--- src/hw/rtl/imf_row_bank.sv ---
// ----------------------------------------------------------------------------
// imf_row_bank: lattice row memory
// one write port, two read ports with registered read data
// ----------------------------------------------------------------------------
module imf_row_bank #(
    parameter int WIDTH = 64,
    parameter int DEPTH = 32
) (
    input  logic                     i_clk,
    input  logic                     i_we,
    input  logic [$clog2(DEPTH)-1:0] i_waddr,
    input  logic [WIDTH-1:0]         i_wdata,
    input  logic                     i_re,
    input  logic [$clog2(DEPTH)-1:0] i_raddr_a,
    input  logic [$clog2(DEPTH)-1:0] i_raddr_b,
    output logic [WIDTH-1:0]         o_rdata_a,
    output logic [WIDTH-1:0]         o_rdata_b
);

    logic [WIDTH-1:0] mem [DEPTH];

    always_ff @(posedge i_clk) begin
        if (i_we) begin
            mem[i_waddr] <= i_wdata;
        end
    end

    always_ff @(posedge i_clk) begin
        if (i_re) begin
            o_rdata_a <= mem[i_raddr_a];
            o_rdata_b <= mem[i_raddr_b];
        end
    end

endmodule

--- config.mk ---
export PLATFORM = sky130hd
export DESIGN_NAME = imf_row_bank
export DESIGN_NICKNAME = d
export VERILOG_FILES = /design/src/hw/rtl/imf_row_bank.sv
export SDC_FILE = /design/constraint.sdc
export NUM_CORES = 2
export LEC_CHECK = 0
export BUFFER_PORTS_ARGS = -buffer_cell sky130_fd_sc_hd__buf_2
export CORE_AREA = 2 2 532 534
export DETAILED_ROUTE_END_ITERATION = 10
export DIE_AREA = 0 0 534 536
export PLACE_DENSITY = 0.56
export SYNTH_ARGS = -nofsm -noshare
export SYNTH_HDL_FRONTEND = slang
export SYNTH_SLANG_ARGS = --single-unit
--- constraint.sdc ---
create_clock -name i_clk -period 5.22 [get_ports i_clk]
set_clock_uncertainty 0.05 [all_clocks]
set_input_delay 0.261 -clock i_clk [delete_from_list [all_inputs] [get_ports i_clk]]
set_output_delay 0.261 -clock i_clk [all_outputs]
set_load 0.005 [all_outputs]
# Yosys cells after proc, flatten, opt, wreduce, memory -nomap -nowiden

Memories as Yosys holds them, arrays and structs flattened. A register that Yosys moved wholly into a read port is not among the register bits.
Index checks and enable logic that the tools add are counted.

Eq/ne operators: 0
Shifts and indexed selects: 0
Muxes and demuxes: 2
$mul: 0
Bitwise gates (word level): 0
Add/sub/neg operators: 0
$lt $le $gt $ge: 0
Divide/modulo/power cells: 0
Reductions and logical operators: 0

Operators with widths:

| cell              | number |
|---|---|
| 1-bit two-way mux | 2 |

Output and inout bits: 128
Register bits after elaboration: 0
Memories kept: 1
RAM bits: 2048
Bits in latches: 0
Logic and storage cells: 3
Bits in read-only memories: 0
Bits of input ports: 82

Memories:

| memory | words | bits a word | read ports | clocked after Yosys merged registers in | wr ports | line | source |
|---|---|---|---|---|---|---|---|
| mem    | 32    | 64          | 2          | 2                                       | 1        | 20   | `logic [WIDTH-1:0] mem [DEPTH];` |

# Longest topological paths before layout

Word-level depth: 2
Depth in mapped cells: 9
Mapped depth without buffers: 5

# Least setup slack after synthesis

No wires, ideal clock.

Kind: input to register
Start: in i_waddr[1]
End: mem mem[12][0] (enable)
Data required time: 4.684 ns
Stages: 3
Setup time: 0.486 ns
Setup slack: 1.087 ns
Path buffers: 1
Arrival time: 3.597 ns
Cell sequence: or3b_2 -> clkbuf_1 -> nor2_1

RTL lines:

| element            | line | source |
|---|---|---|
| start: declaration | 11   | `input logic [$clog2(DEPTH)-1:0] i_waddr,` |
| end: declaration   | 20   |  |

Straight into the memory's write port.

==> impl_metrics.ini <==
[yosys]
synth.distinct_cells = 38
synth-xor-area-share_pct = 0
muxShareOfSynthArea_pct = 28.2
synth-seq-area-share_pct = 66.7
synth_top_family_by_area = multiplexers
synth-compound-area-share_pct = 2.34
ys.flop_type = edfxtp_1
synthAdderAreaFrac_pct = 0
syn_nets = 4523
ys_warn_count = 0
synthSimpleGateAreaFrac_pct = 0.846
syn_area_um2 = 97900
synth-edff-count = 2176
synthArstFlopShare_pct = 0
synth_area_per_cell_um2 = 22.1
synth.ff_latch_count = 2176
syn-instance-count = 4441

[place]
dp_hpwl_um = 175000
place_area_um2 = 104000
numPortBuffers = 209
routabilityCongestion = 0.774

[critical_path]
cpPeakStageDelay_ns = 1.17
r2r_slack_ns = 3.21
crit_chain = dlygate4sd3_1 > buf_4 > buf_4 > nor2b_4 > buf_4 > a221oi_1
path_buf_inv = 4
endpoint_kind = register
slowest_stage = nor2b_4
cp-start-kind = input pin
crit_family = buffers and inverters
worstPathArrival_ns = 3.68
r2r_cells = 3
path_class = input pin to register
r2r-end = o_rdata_b[53]
required_ns = 5.77
regToRegStartpoint = mem[31][53]
crit_top_cell = buf_4
path_max_fanout = 34

[power_and_ir_drop]
switchingPower_mw = 8.74
internal-power_mw = 29.6
p_sw_share_pct = 22.8
power_frac_clock_pct = 40.5
combinationalPowerShare_pct = 8.0
p_total_mw = 38.3
irDropWorstVdd_uv = 247
p_leak_nw = 35.2
seq_power_share_pct = 51.5
power.density_nw_per_um2 = 343

[final_layout]
ff_latch_area_um2 = 65300
syn_to_final_growth_pct = 14.3
post_route_cells_drive_above_1_share_pct = 36.9
fin_nets = 4850
final_core_util_pct = 39.9
stdcell_area_um2 = 112000
multi_input_area_um2 = 31100
mostFrequentLayoutCell = edfxtp_1
fillers = 24657
most-common-layout-cells = 2,176 x edfxtp_1, 1,039 x mux4_2, 362 x mux2i_1

[die]
die_area_um2 = 286000
rows = 195
die_h_um = 536
io_pins = 210
die_x_um = 534
fp.coreArea_um2 = 281000
initial_core_util_pct = 34.9

[route]
wire_per_inst_um = 36.2
postRouteAntennaNets = 0
first_pass_iters = 5
vias = 52510
drtIter0Drc = 6620
wirelength_um = 315000
drc = 0
viasPerCell = 6.04

[clock_tree]
clk_latency_ns = 0.90
cts_buffers = 225
clock-root-buffer = clkbuf_16
h-tree-depth = 4
cts_tree = yes
clockBufferDepth = 4
postCtsSetupBuffers = 0
clk_pin_slew_worst_paths_ns = 0.06
numClockSinks = 2176

[sta]
slew_violations = 0
tns_ns = 0
rsz0062_at_grt = false
post-route-period-util_pct = 59.9
hold_slack_ns = 0.0593
fmax_mhz = 320
worstMarginPinSlew_ns = 1.48
hold_violations = 0
setup_viol_count_final = 0
slew_headroom_pct = 1.54
period_minus_slack_ns = 3.13

[global_route]
grt_usage_pct = 21.7
grt_pass1_wl_um = 434000
grt-ovfl-total = 0
antenna_found_initial = 34
grt_pass1_vias = 53849
grt_start_max_net_pins = 114

[outcome]
outcome = finished clean

[worst_hold_path]
hold_depth = 4
hp-class = input pin to register
holdPathEnd = o_rdata_b[58]
min_from = i_raddr_b[3]

[run]
maxCapViolCount = 0
logic make-up (layout without fill, tap and decap cells):
| group | Yosys count | count (layout) |
|---|---|---|
| DFF | 2176 | 2176 |
| AOI/OAI and AO/OA | 276 | 276 |
| other | 0 | 12 |
| muxes | 1457 | 1457 |
| and+or+nand+nor | 184 | 184 |
| buffers and inverters | 348 | 847 |
how the worst max path moves through the flow:
stage	startpoint	endpoint	cells past startpoint
final	i_raddr_a[4]	o_rdata_a[60]	6
after global routing	i_raddr_a[4]	o_rdata_a[30]	6
after CTS	i_raddr_a[4]	o_rdata_a[30]	6
after detailed placement	i_raddr_a[4]	o_rdata_a[60]	5
after global placement	i_raddr_a[4]	o_rdata_a[30]	5
after floorplan	i_waddr[1]	mem[12][0]	3
Yosys cell counts, types with 33 or more instances:
cell,count,area share [%]
buf_4,75,0.57
clkbuf_1,92,0.35
o22ai_1,38,0.24
nor2_1,46,0.18
mux4_2,1039,24
nand2_1,87,0.33
buf_2,129,0.66
mux2_2,56,0.64
buf_1,41,0.16
a221oi_1,93,0.83
mux2i_1,362,3.7
a32o_1,38,0.39
edfxtp_1,2176,67
a22o_1,33,0.30
flip-flops by register name, summed over array words and instances (netlist names):
| name | count |
|---|---|
| mem | 2048 |
| o_rdata_a | 64 |
| o_rdata_b | 64 |
final cells by class:
class                   instances  area share [%]
flip-flops and latches       2176            58.4
diodes                         12          0.0268
well taps                    3743            4.18
repair buffers                447            3.46
clock inverters               123           0.909
multi-input cells            1917            27.8
inverters                       1          0.0101
clock buffers                 276            5.24
power by group through the flow:
stage	clock [mW]	sequential [mW]	combinational, mW
after floorplan	0	20.0	1.85
after detailed placement	0	20.1	3.02
after global placement	0	20.1	3.00
after global routing	16.5	19.8	3.23
after CTS	15.8	19.8	3.08
final	15.5	19.8	3.05
routing by layer:
metal	share of wire, %	routed length, µm	vias to the layer above	GRT usage, %
met5	0.051	162	-	0
met4	2.7	8540	22	5.53
met3	9.3	29100	511	5.24
met2	48	151000	2649	35.0
met1	40	127000	28941	29.6
li1	-	-	20387	-
worst register-to-register path, stage by stage, from the launching register on:
cell	delay, ns
edfxtp_1	0.38
mux4_2	0.48
mux4_2	0.51
o21a_1	0.29
per-stage QoR:
stage,std cells,worst slack (ns)
floorplan,4441,1.09
global placement,8216,1.89
detailed placement,8217,1.90
CTS,8683,2.18
global route,8686,2.13
finish,8695,2.09
timing repair:
action,4_1_cts,5_1_grt
hold buffers,67,0
hold endpoints to repair,2064,0
gates resized for setup,0,0
endpoints found under the setup margin,0,0
Power figures use the tool's default switching activity.
