--- src/hw/rtl/imf_pkg.sv ---
// ----------------------------------------------------------------------------
// imf_pkg: shared types and constants for the ising metropolis flip engine
// item layouts, configuration view, evaluation result and controller states
// ----------------------------------------------------------------------------
package imf_pkg;

    // opcodes of an input item
    localparam logic OP_FLIP = 1'b0;
    localparam logic OP_INIT = 1'b1;

    // register indexes on the configuration port (byte address / 4)
    localparam logic [1:0] REG_TH16    = 2'd0;
    localparam logic [1:0] REG_TH8     = 2'd1;
    localparam logic [1:0] REG_PATTERN = 2'd2;

    // start patterns
    localparam logic PAT_ALL_UP = 1'b0;
    localparam logic PAT_CHECKER = 1'b1;

    localparam int ENERGY_W = 16;
    localparam int MAGNET_W = 14;

    localparam logic [31:0] TH16_RESET = 32'd3721700;
    localparam logic [31:0] TH8_RESET  = 32'd126431000;

    typedef struct packed {
        logic        opcode;
        logic [5:0]  site_row;
        logic [5:0]  site_col;
        logic [31:0] uniform_draw;
    } t_in_item;

    typedef struct packed {
        logic                       accepted;
        logic                       site_error;
        logic signed [ENERGY_W-1:0] energy_total;
        logic signed [MAGNET_W-1:0] magnetization_total;
    } t_out_item;

    typedef struct packed {
        logic [31:0] accept_threshold_16;
        logic [31:0] accept_threshold_8;
        logic        start_pattern;
    } t_cfg;

    typedef struct packed {
        logic                       accept;
        logic signed [ENERGY_W-1:0] energy_delta;
        logic signed [MAGNET_W-1:0] magnet_delta;
    } t_eval;

    typedef enum logic [1:0] {
        ST_CLEAR,
        ST_IDLE,
        ST_EXEC,
        ST_INIT_DONE
    } t_state;

endpackage

--- src/hw/rtl/imf_spin_eval.sv ---
// ----------------------------------------------------------------------------
// imf_spin_eval: metropolis decision for one site
// neighbour match count, energy step, threshold test and flipped row word
// ----------------------------------------------------------------------------
module imf_spin_eval
    import imf_pkg::*;
#(
    parameter int LATTICE_SIDE = 64
) (
    input  logic [LATTICE_SIDE-1:0]         i_cur_row,
    input  logic [LATTICE_SIDE-1:0]         i_prev_row,
    input  logic [LATTICE_SIDE-1:0]         i_next_row,
    input  logic [$clog2(LATTICE_SIDE)-1:0] i_col,
    input  logic [31:0]                     i_draw,
    input  t_cfg                            i_cfg,
    output t_eval                           o_eval,
    output logic [LATTICE_SIDE-1:0]         o_new_row
);

    localparam int IW = $clog2(LATTICE_SIDE);

    logic [IW-1:0] col_p;
    logic [IW-1:0] col_m;
    logic          spin;
    logic [3:0]    nb;
    logic [3:0]    same;
    logic [2:0]    match_cnt;

    always_comb begin
        col_p = (i_col == IW'(LATTICE_SIDE - 1)) ? '0 : i_col + 1'b1;
        col_m = (i_col == '0) ? IW'(LATTICE_SIDE - 1) : i_col - 1'b1;
        spin  = i_cur_row[i_col];
        nb    = {i_prev_row[i_col], i_next_row[i_col], i_cur_row[col_p], i_cur_row[col_m]};
        // neighbours aligned with the site raise the energy cost of a flip
        same  = spin ? nb : ~nb;
        match_cnt = {2'b00, same[0]} + {2'b00, same[1]} + {2'b00, same[2]}
                  + {2'b00, same[3]};
    end

    always_comb begin
        // delta e = 8 * matches - 16
        o_eval.energy_delta = {10'd0, match_cnt, 3'd0} - 16'sd16;
        o_eval.magnet_delta = spin ? 14'h3ffe : 14'h0002;
        if (match_cnt == 3'd4) begin
            o_eval.accept = i_draw < i_cfg.accept_threshold_16;
        end else if (match_cnt == 3'd3) begin
            o_eval.accept = i_draw < i_cfg.accept_threshold_8;
        end else begin
            o_eval.accept = 1'b1;
        end
    end

    always_comb begin
        o_new_row        = i_cur_row;
        o_new_row[i_col] = ~spin;
    end

endmodule

--- config.mk ---
export PLATFORM = sky130hd
export DESIGN_NAME = imf_spin_eval
export DESIGN_NICKNAME = d
export VERILOG_FILES = /design/src/hw/rtl/imf_pkg.sv /design/src/hw/rtl/imf_spin_eval.sv
export SDC_FILE = /design/constraint.sdc
export NUM_CORES = 1
export LEC_CHECK = 0
export ABC_AREA = 0
export BUFFER_PORTS_ARGS = -buffer_cell sky130_fd_sc_hd__buf_2
export CAP_MARGIN = 20
export CORE_AREA = 2 2 153 155
export DETAILED_ROUTE_END_ITERATION = 7
export DIE_AREA = 0 0 155 157
export PLACE_DENSITY_LB_ADDON = 0.1
export SYNTH_ARGS = -nofsm -noshare
export SYNTH_HDL_FRONTEND = slang
export SYNTH_SLANG_ARGS = --single-unit
--- constraint.sdc ---
create_clock -name vclk -period 15.95
set_input_delay 1.595 -clock vclk [all_inputs]
set_output_delay 1.595 -clock vclk [all_outputs]
set_load 0.1 [all_outputs]
### Yosys cells after proc, flatten, opt, wreduce, memory -nomap -nowiden

Cells that the tools add are included.

* magnitude comparators: 6
* equal/unequal tests: 3
* bitwise gates (word level): 2
* add/subtract/negate cells: 6
* reduce and logical (&&, ||, !) cells: 2
* multiplexer cells: 19

Operators by type and width (count)
* $bwmux 64: 1
* $lt 32x32->1: 2
* $bmux 1 s6: 5
* $lt 6x7->1 const B: 3
* $mux 14: 1
* $mux 6: 2
* $mux 1: 8
* $sub 6x5->7 const B: 1
* $add 6x1->6 const B: 1
* $demux 1 s6: 1
* $eq 6x6->1 const B: 1
* $ge 6x1->1 const B: 1
* $logic_not 6->1: 1
* $sub 6x1->6 const B: 1
* $mux 4: 1
* $not 4->4: 1
* $add 2x1->3: 1
* $add 3x1->3: 1
* $eq 3x2->1 const B: 1
* $eq 3x3->1 const B: 1
* $add 1x1->2: 1
* $logic_and 1x1->1: 1
* $not 1->1: 1

* register bits after elaboration: 0
* bits of input ports: 295
* word-level logic and storage cells: 38
* output and inout port bits: 95

### Logic depth before layout (Yosys ltp)

* depth after elaboration: 12
* depth in mapped cells: 21
* gate-level depth less buffers: 19

### Worst setup path before layout

Ideal clock, no wire load.

* path kind: input-to-output
* start point: input i_col[0]
* end point: output o_eval[30] (netlist name)
* stages: 19
* arrival: 7400 ps
* slack: 6955 ps
* path buffers: 2
* data required time: 14355 ps
* cells stage by stage: ha_1 clkbuf_1 and4_1 a21oi_2 buf_2 mux4_2 nand2_1 nand2_1 nand3b_1 o311ai_0 xor2_1 fa_1 inv_1 ha_1 nor2_1 nand2_1 a2111oi_0 o31ai_1 o2bb2ai_1

RTL lines
* start: declaration: RTL line imf_spin_eval.sv:13 `input logic [$clog2(LATTICE_SIDE)-1:0] i_col,`
* end: declaration: RTL line imf_spin_eval.sv:16 `output t_eval o_eval,`

==> qor.yml <==
outcome: "complete, no violations"
ys_top_cells_by_area: "ha_1 14%, a22oi_1 9.8%, o31ai_1 7.3%"
core-area_um2: 22500
min_path_type: "in -> out"
rsz0062_at_grt: "false"
drv_slew: 0
critPathMaxFanout: 80
crit_slowest_cell: "or4_4"
synth_most_common_cell: "o21ai_0"
gp_congestion: 0.8923
die_h_um: 157
max_stage_delay_ns: 0.95
postPlaceCellArea_um2: 7811
ys_types: 58
routedWlPerCell_um: 22.94
ir_drop_mv: 0.2467
holdBufCountCts: 0
grt_pass1_vias: 7530
max-slew-margin-rel_pct: 25.61
routed-via-count: 7989
io_pins: 390
post-cts-setup-buffers: 0
power_density_nw_per_um2: 85.00
fin_util_pct: 34.71
min_to: "o_new_row[4]"
syn_inst: 830
drive_above_1_share_pct: 38.96
synth_top_area_cell: "ha_1"
leakage_nw: 3.729
die_w_um: 155
period_share_pct: 58.45
overflow: 0
ys_seq_area_share_pct: 0
crit_arrival_ns: 7.73
area_delta_synth_final_pct: 32.89
seq_area_um2: 0
drc: 0
syn_area_um2: 5878
startpoint_type: "input pin"
path_delay_family: "simple AND/OR/NAND/NOR gates"
max_freq_mhz: 107.3
worst_pin_slew_ns: 1.116
rows: 55
critPathBufInv: 3
crit_chain: "buf_2, nor2b_1, and2_0, a2111oi_0, nor4_1, or4_4, xor2_1, fa_1, inv_1, ha_1, ha_1, nor2_1, nand2_1, a2111oi_0, o31ai_1, o2bb2ai_1, buf_2"
nets: 1497
flops_and_latches: 0
ctsResizeCount: 0
hold_path_depth: 4
final_area_um2: 7811
yosys.area.top_type_share_pct: 14.26
n_antenna_cell: 0
io_buffer_count: 384
synth.avg_cell_area_um2: 7.082
hold_start: "i_cur_row[4]"
hold_violations: 0
fin_tns_setup_ns: 0
max_cap_violations: 0
synth_common_cells: "83 x o21ai_0, 77 x a22oi_1, 75 x inv_1"
first_pass_iters: 5
die_area_um2: 24340
antenna_found_initial: 1
drtIter0Drc: 489
grt_first_pass_wirelength_um: 46580
hpwl_um: 26120
critPathCaptureType: "output pin"
avgViaCountPerCell: 5.638
finalSetupViolations: 0
wirelength_um: 32500
grt_max_degree: 81
fin_crit_ns: 9.322
crit_type: "in -> out"
ant_nets: 0
start_util_pct: 26.12
grtUsageTotal_pct: 24.63
clock_buffers: 0
yosys_warnings: 0
crit_required_ns: 14.36
==> kinds of logic (layout without fill, tap and decap cells) <==
| kind of cell | after synthesis | count (layout) | synth area share, % |
|---|---|---|---|
| buffers and inverters | 178 | 477 | 13.64 |
| other | 2 | 5 | 0.1278 |
| XOR/XNOR | 14 | 14 | 2.086 |
| AO/OA/AOI/OAI | 371 | 371 | 46.06 |
| AND/OR/NAND/NOR | 151 | 151 | 13.30 |
| adder cells (fa/ha/maj) | 68 | 68 | 14.60 |
| multiplexers | 46 | 46 | 10.17 |
==> per-layer routing <==
layer	vias to the layer above	share of wire [%]	global-route usage (%)
li1	3816	-	-
met1	3761	42	32.96
met2	371	49	42.71
met3	39	8.1	4.213
met4	2	1.2	2.778
met5	-	0.022	0
==> layout make-up <==
cell class                      count  area, um^2
Inverter                           76       285.3
Multi-Input combinational cell    655        5120
Timing Repair Buffer              401        2049
Fill cell                        2541       14690
Tap cell                          285       356.6
==> report_power, final <==
part	internal, W	switching [W]
logic	0.000131	0.000533
registers	0	0
clock network	0	0
==> metrics by stage <==
step | instances | setup WS (ns) | hold WS [ns] | power (W)
floorplan | 833 | 6.955 | 3.568 | 0.0005577
global placement | 1417 | 6.630 | 3.732 | 0.0006623
finish | 1417 | 6.628 | 3.734 | 0.0006639
CTS | 1417 | 6.585 | 3.731 | 0.0006631
detailed placement | 1417 | 6.613 | 3.729 | 0.0006614
global route | 1417 | 6.070 | 3.765 | 0.0006967
==> worst max path at each step <==
stage / start / end / depth (start not counted) / slack (ns)
2_1_floorplan: i_col[0] / o_eval[30] / 19 / 6.96
3_3_place_gp: i_col[2] / o_eval[30] / 17 / 6.63
3_5_place_dp: i_col[2] / o_eval[30] / 18 / 6.61
4_1_cts: i_col[2] / o_eval[30] / 18 / 6.58
5_1_grt: i_col[2] / o_eval[30] / 18 / 6.07
6_report: i_col[2] / o_eval[30] / 17 / 6.63
==> placed cells by master, fill, tap and decap left out, types with 3 or more instances in the layout <==
master | Yosys | routed
a2111oi_0 | 7 | 7
a211oi_1 | 13 | 13
a21o_1 | 18 | 18
a21oi_1 | 23 | 22
a221oi_1 | 9 | 9
a22o_1 | 11 | 11
a22oi_1 | 77 | 77
a311oi_1 | 3 | 3
a31oi_1 | 16 | 16
a41oi_1 | 13 | 13
and2_1 | 4 | 4
and3_1 | 3 | 3
buf_2 | 14 | 384
buf_4 | 27 | 17
conb_1 | 2 | 5
ha_1 | 67 | 67
inv_1 | 75 | 75
mux2_2 | 10 | 10
mux2i_1 | 26 | 26
mux4_2 | 10 | 10
nand2_1 | 27 | 27
nand2b_1 | 3 | 3
nand3_1 | 23 | 23
nand3b_1 | 4 | 4
nand4_1 | 15 | 15
nor2_1 | 27 | 26
nor2b_1 | 19 | 19
nor3_1 | 9 | 6
nor3_2 | 0 | 3
nor4_1 | 7 | 7
o211ai_1 | 12 | 12
o21ai_0 | 83 | 83
o221ai_1 | 3 | 3
o22ai_1 | 5 | 5
o31ai_1 | 57 | 57
o31ai_4 | 10 | 10
xnor2_1 | 6 | 6
xor2_1 | 8 | 8
==> tightest hold or removal path, delay by kind of cell <==
family / cells / cell delay [ns]
buffers and inverters: 2 / 0.41
AOI/OAI and AO/OA: 2 / 0.13
No activity file was read; power rests on OpenSTA's default activity.
