`config.mk`:
```
export PLATFORM = sky130hd
export DESIGN_NAME = imf_cfg_regs
export DESIGN_NICKNAME = d
export VERILOG_FILES = /design/src/hw/rtl/imf_pkg.sv /design/src/hw/rtl/imf_cfg_regs.sv
export SDC_FILE = /design/constraint.sdc
export NUM_CORES = 1
export LEC_CHECK = 0
export BUFFER_PORTS_ARGS = -buffer_cell sky130_fd_sc_hd__buf_2
export CORE_ASPECT_RATIO = 0.7
export CORE_UTILIZATION = 47
export CTS_CLUSTER_SIZE = 25
export DETAILED_ROUTE_END_ITERATION = 10
export GPL_TIMING_DRIVEN = 0
export PLACE_DENSITY = 0.79
export REMOVE_ABC_BUFFERS = 1
export SYNTH_ARGS = -nofsm -noshare
export SYNTH_HDL_FRONTEND = slang
export SYNTH_SLANG_ARGS = --single-unit
```
`constraint.sdc`:
```
create_clock -name i_clk -period 1.3 [get_ports i_clk]
set_input_delay 0.065 -clock i_clk [delete_from_list [all_inputs] [get_ports i_clk]]
set_output_delay 0.065 -clock i_clk [all_outputs]
set_load 0.005 [all_outputs]
```
`src/hw/rtl/imf_pkg.sv`:
```
// ----------------------------------------------------------------------------
// imf_pkg: shared types and constants for the ising metropolis flip engine
// item layouts, configuration view, evaluation result and controller states
// ----------------------------------------------------------------------------
package imf_pkg;

    // opcodes of an input item
    localparam logic OP_FLIP = 1'b0;
    localparam logic OP_INIT = 1'b1;

    // register indexes on the configuration port (byte address / 4)
    localparam logic [1:0] REG_TH16    = 2'd0;
    localparam logic [1:0] REG_TH8     = 2'd1;
    localparam logic [1:0] REG_PATTERN = 2'd2;

    // start patterns
    localparam logic PAT_ALL_UP = 1'b0;
    localparam logic PAT_CHECKER = 1'b1;

    localparam int ENERGY_W = 16;
    localparam int MAGNET_W = 14;

    localparam logic [31:0] TH16_RESET = 32'd3721700;
    localparam logic [31:0] TH8_RESET  = 32'd126431000;

    typedef struct packed {
        logic        opcode;
        logic [5:0]  site_row;
        logic [5:0]  site_col;
        logic [31:0] uniform_draw;
    } t_in_item;

    typedef struct packed {
        logic                       accepted;
        logic                       site_error;
        logic signed [ENERGY_W-1:0] energy_total;
        logic signed [MAGNET_W-1:0] magnetization_total;
    } t_out_item;

    typedef struct packed {
        logic [31:0] accept_threshold_16;
        logic [31:0] accept_threshold_8;
        logic        start_pattern;
    } t_cfg;

    typedef struct packed {
        logic                       accept;
        logic signed [ENERGY_W-1:0] energy_delta;
        logic signed [MAGNET_W-1:0] magnet_delta;
    } t_eval;

    typedef enum logic [1:0] {
        ST_CLEAR,
        ST_IDLE,
        ST_EXEC,
        ST_INIT_DONE
    } t_state;

endpackage

```
`src/hw/rtl/imf_cfg_regs.sv`:
```
// ----------------------------------------------------------------------------
// imf_cfg_regs: configuration register file
// acceptance thresholds and start pattern behind an apb-style port
// ----------------------------------------------------------------------------
module imf_cfg_regs
    import imf_pkg::*;
(
    input  logic        i_clk,
    input  logic        i_rst_n,
    input  logic        i_psel,
    input  logic        i_penable,
    input  logic        i_pwrite,
    input  logic [3:0]  i_paddr,
    input  logic [31:0] i_pwdata,
    output logic [31:0] o_prdata,
    output t_cfg        o_cfg
);

    t_cfg r_cfg;
    logic wr_en;

    assign wr_en = i_psel & i_penable & i_pwrite;

    always_ff @(posedge i_clk) begin
        if (!i_rst_n) begin
            r_cfg.accept_threshold_16 <= TH16_RESET;
            r_cfg.accept_threshold_8  <= TH8_RESET;
            r_cfg.start_pattern       <= PAT_ALL_UP;
        end else if (wr_en) begin
            case (i_paddr[3:2])
                REG_TH16:    r_cfg.accept_threshold_16 <= i_pwdata;
                REG_TH8:     r_cfg.accept_threshold_8  <= i_pwdata;
                REG_PATTERN: r_cfg.start_pattern       <= i_pwdata[0];
                default: ;
            endcase
        end
    end

    always_comb begin
        case (i_paddr[3:2])
            REG_TH16:    o_prdata = r_cfg.accept_threshold_16;
            REG_TH8:     o_prdata = r_cfg.accept_threshold_8;
            REG_PATTERN: o_prdata = {31'd0, r_cfg.start_pattern};
            default:     o_prdata = 32'd0;
        endcase
    end

    assign o_cfg = r_cfg;

endmodule

```
Word level (Yosys, flattened, before mapping)
Index checks and enable logic that the tools add are counted.
{ "op_classes": {"bitwise_logic": 2, "mux": 1, "n_reduce_logical": 4, "eq_ne": 2} }
{ "ops": {"columns": ["operator", "count"], "rows": [
  ["one-hot mux 32 bit (3 select lines)", 1],
  ["AND reduction 2 bit", 3],
  ["bitwise AND 1 bit", 2],
  ["equality test 2 x 1 -> 1 bit (second input constant)", 1],
  ["equality test 2 bit (second input constant)", 1],
  ["zero test 2 bit", 1]
]} }
{ "word_totals": {"ff_bits": 65, "input_bits": 41} }

Depth between registers and ports, before layout
{ "logic_depth": {"word_depth": 3, "mapped_depth": 6} }

Least setup slack after synthesis
Ideal clock, no wire load.
{ "synth_path": {"path_kind": "input to register", "startpoint": "in i_paddr[3]", "endpoint": "reg r_cfg, in the netlist o_cfg[33]", "setup_slack_ns": 0.202, "setup_time_ns": 0.072, "arrival_ns": 1.026, "path_stages": 4, "cell_sequence": "clkbuf_1 -> nor3_2 -> buf_4 -> mux2i_1"} }
{ "synth_between": {"elab_chain_len": 2} }
{ "synth_lines": {"columns": ["element", "line", "text"], "rows": [
  ["start: declaration", "imf_cfg_regs.sv:13", "input logic [3:0] i_paddr,"],
  ["zero test 2 bit", "imf_cfg_regs.sv:30", "case (i_paddr[3:2])"],
  ["AND reduction 2 bit (no source line)", null, null],
  ["end: declaration", "imf_cfg_regs.sv:19", "t_cfg r_cfg;"]
]} }
No other way between the ends.
A chain may end at the register's enable or synchronous reset.

Worst setup path in the final report
{ "layout_path": {"startpoint": "in i_paddr[2]", "endpoint": "reg r_cfg, in the netlist o_cfg[20]"} }
{ "layout_between": {"elab_chain_len": 2} }
{ "layout_lines": {"columns": ["element", "line"], "rows": [
  ["equality test 2 x 1 -> 1 bit", "imf_cfg_regs.sv:30"],
  ["AND reduction 2 bit (no source line)", null]
]} }
No other way between the ends.

==> results.yml <==
run_status:
  status: "complete, no violations"
floorplan:
  initial_util: 0.492
  core_mm2: 0.00631
  placementRows: 24
  ios: 138
  die_h_um: 70.0
  die-area_mm2: 0.00693
  die_w_um: 99.1
logic_synthesis:
  yosys.area_share.simple: 0.187
  syn_avg_cell_area_um2: 8.99
  area_fraction_in_compound_gates_after_synthesis: 0.0500
  netlist-cell-type-count: 18
  synth.mux.area_fraction: 0.281
  synth.yosys.warnings: 0
  post_synth_inst_count: 345
  postSynthRegisterBits: 65
  dominant_combinational_cell_family_by_area_after_synthesis: "multiplexers"
  syn-cell-area_mm2: 0.00310
  synthAdderAreaFrac: 0
  yosysSeqAreaShare: 0.420
  synthXorXnorAreaFrac: 0
finish:
  final_area_mm2: 0.00428
  multi_input_comb_area_mm2: 0.00163
  drive_above_1_share: 0.317
  area.sequential_mm2: 0.00130
  fill_cells: 515
  mostFrequentLayoutCells: "buf_2 (132), mux2i_1 (87), nand2_1 (70)"
  areaGrowthSynthToFinish_pct: 38.1
  layout_commonest_cell: "buf_2"
  finalNetCount: 535
  largest_register_ff_count: 65
  antenna_diodes: 0
detailed_routing:
  detailroute.wirelength.met3_um: 432
  post-route-drc-count: 0
  initialDrtViolationCount: 119
  post_drt_via_cell_ratio: 5.04
  met2RoutedLength_mm: 3.91
  maxUsedRoutingLayer: "met4"
  met1_length_mm: 3.69
  routedWlPerCell_um: 14.0
  drt_pass1_iterations: 4
  drt_wl_total_mm: 8.09
  dr_total_vias: 2906
  remaining_antenna_violation_count: 0
worst_setup_path:
  timing.critical_path.from_type: "primary input"
  timing.critical_path.to_type: "flop"
  start_of_the_worst_register_to_register_path: "o_cfg[27]$_SDFFE_PN1P_"
  timing_worst_setup_path_type: "primary input to flop"
  cp-startpoint: "i_paddr[2]"
  required_ns: 1.50
  crit_path_max_fanout: 35
  cp_data_arrival_time_ns: 1.43
grt:
  global_route.overflow_total: 0
  grt_first_pass_wirelength_mm: 12.7
  maximum_number_of_pins_on_one_net_before_global_route_repair: 106
  track_usage: 0.234
  first_global_vias: 2697
  grt_antenna_before_repair: 0
placement:
  numPortBuffers: 135
  place_hpwl_mm: 5.01
  finalWeightedCongestion: 0.737
  dpl_cell_area_mm2: 0.00378
timing:
  timing.final.crit_share: 0.949
  max_slew_margin: 0.385
  setup-tns-final_ns: 0
  report.final.hold_viol_count: 0
  final.min_clock_period_ns: 1.23
  setup_repair_after_global_routing_missed_its_margin: "no"
  max_freq_ghz: 0.810
  timing_max_transition_violations_final: 0
  final-setup-viol-count: 0
  clock-skew-final_ns: 0
  timing_worst_slew_pin_value_ns: 0.922
pwr:
  total_switching_power_w: 0.000997
  power.share.switching: 0.237
  powerDensity_mw_per_mm2: 980
  ir_drop_mv: 0.522
  total_leakage_power_nw: 2.03
  clock_power_share: 0.394
  p_comb_frac: 0.120
  p_int_w: 0.00320
  power.share.sequential: 0.487
cts:
  clockBufferDepth: 2
  clkTransAtPathRegs_ns: 0.07
  tritoncts: "built"
  htreeDepth: 3
  cts.sink_count: 65
  cts-buffers-inserted: 9
  insertion_delay_ns: 0.32
  clk_root_buffer_cell: "clkbuf_8"
min_path:
  worstHoldStart: "i_pwdata[7]"
  hold_class: "primary input to flop"
job:
  maxCapViolCount: 0
==> timing repair <==
action                                  4_1_cts  5_1_grt
setup buffers                                 2        0
hold endpoints to repair                     35        2
pin swaps                                     2        0
endpoints found under the setup margin       96       42
resized for setup                             5        2
hold buffers                                 26        1
==> metal layers <==
metal  GRT usage  vias to the layer above
li1            -                     1446
met1       0.281                     1349
met2       0.408                      107
met3      0.0641                        4
met4      0.0719                        0
met5           0                        -
==> logic make-up after synthesis <==
family / after synthesis
buf+inv: 40
compound gates: 21
flops: 65
simple gates: 132
mux: 87
==> metrics by stage <==
step	setup WS, ns	hold WS (ns)	cells	total power [W]	util
6_report	0.0658	0.0202	577	0.00420	0.679
5_1_grt	0.0371	0.00875	577	0.00441	0.679
4_1_cts	0.00140	0.00448	576	0.00424	0.676
3_5_place_dp	-1.21	0.332	532	0.00252	0.600
3_3_place_gp	-2.30	0.324	529	0.00250	0.590
2_1_floorplan	-1.30	0.154	316	0.00226	-
==> path summary, 6_finish.rpt <==
check                                              end  cells past startpoint  slack (ns)
worst max-delay path            o_cfg[20]$_SDFFE_PN1P_                      4        0.07
worst min-delay path            o_cfg[40]$_SDFFE_PN1P_                      3        0.02
worst max register to register  o_cfg[27]$_SDFFE_PN1P_                      2        0.58
worst min register to register  o_cfg[61]$_SDFFE_PN0P_                      2        0.47
==> worst max-delay path, cell delays in order <==
cell and delay (ns):
buf_6 0.36, inv_2 0.23, or3_4 0.56, mux2i_1 0.17
==> power by group through the flow <==
| stage | Sequential [W] | Combinational, W | Clock, W |
|---|---|---|---|
| 4_1_cts | 0.00204 | 0.000495 | 0.00170 |
| 3_3_place_gp | 0.00209 | 0.000413 | 0 |
| 6_report | 0.00204 | 0.000503 | 0.00165 |
| 5_1_grt | 0.00204 | 0.000549 | 0.00182 |
| 3_5_place_dp | 0.00209 | 0.000429 | 0 |
| 2_1_floorplan | 0.00209 | 0.000176 | 0 |
==> area by class of cell <==
| cell class | count | share of cell area |
|---|---|---|
| repair buffers | 167 | 0.240 |
| clock buffers | 13 | 0.0348 |
| well taps | 78 | 0.0228 |
| clock inverters | 3 | 0.00935 |
| multi-input cells | 240 | 0.380 |
| flip-flops and latches | 65 | 0.304 |
| inverters | 11 | 0.00964 |
==> Yosys cell counts <==
library cell | instances | area, um^2
mux2i_1 | 87 | 871
nand2_1 | 70 | 263
dfxtp_1 | 65 | 1300
nor2_1 | 31 | 116
nor2b_1 | 25 | 156
clkbuf_1 | 14 | 52.6
inv_1 | 10 | 37.5
o211ai_1 | 10 | 75.1
o31ai_1 | 10 | 75.1
buf_2 | 8 | 40.0
buf_4 | 5 | 37.5
buf_6 | 2 | 22.5
nand3_1 | 2 | 10.0
nor3_2 | 2 | 20.0
inv_2 | 1 | 3.75
nor3b_1 | 1 | 7.51
o21ai_0 | 1 | 5.00
or3_1 | 1 | 6.26
(Power assumes the default switching activity.)
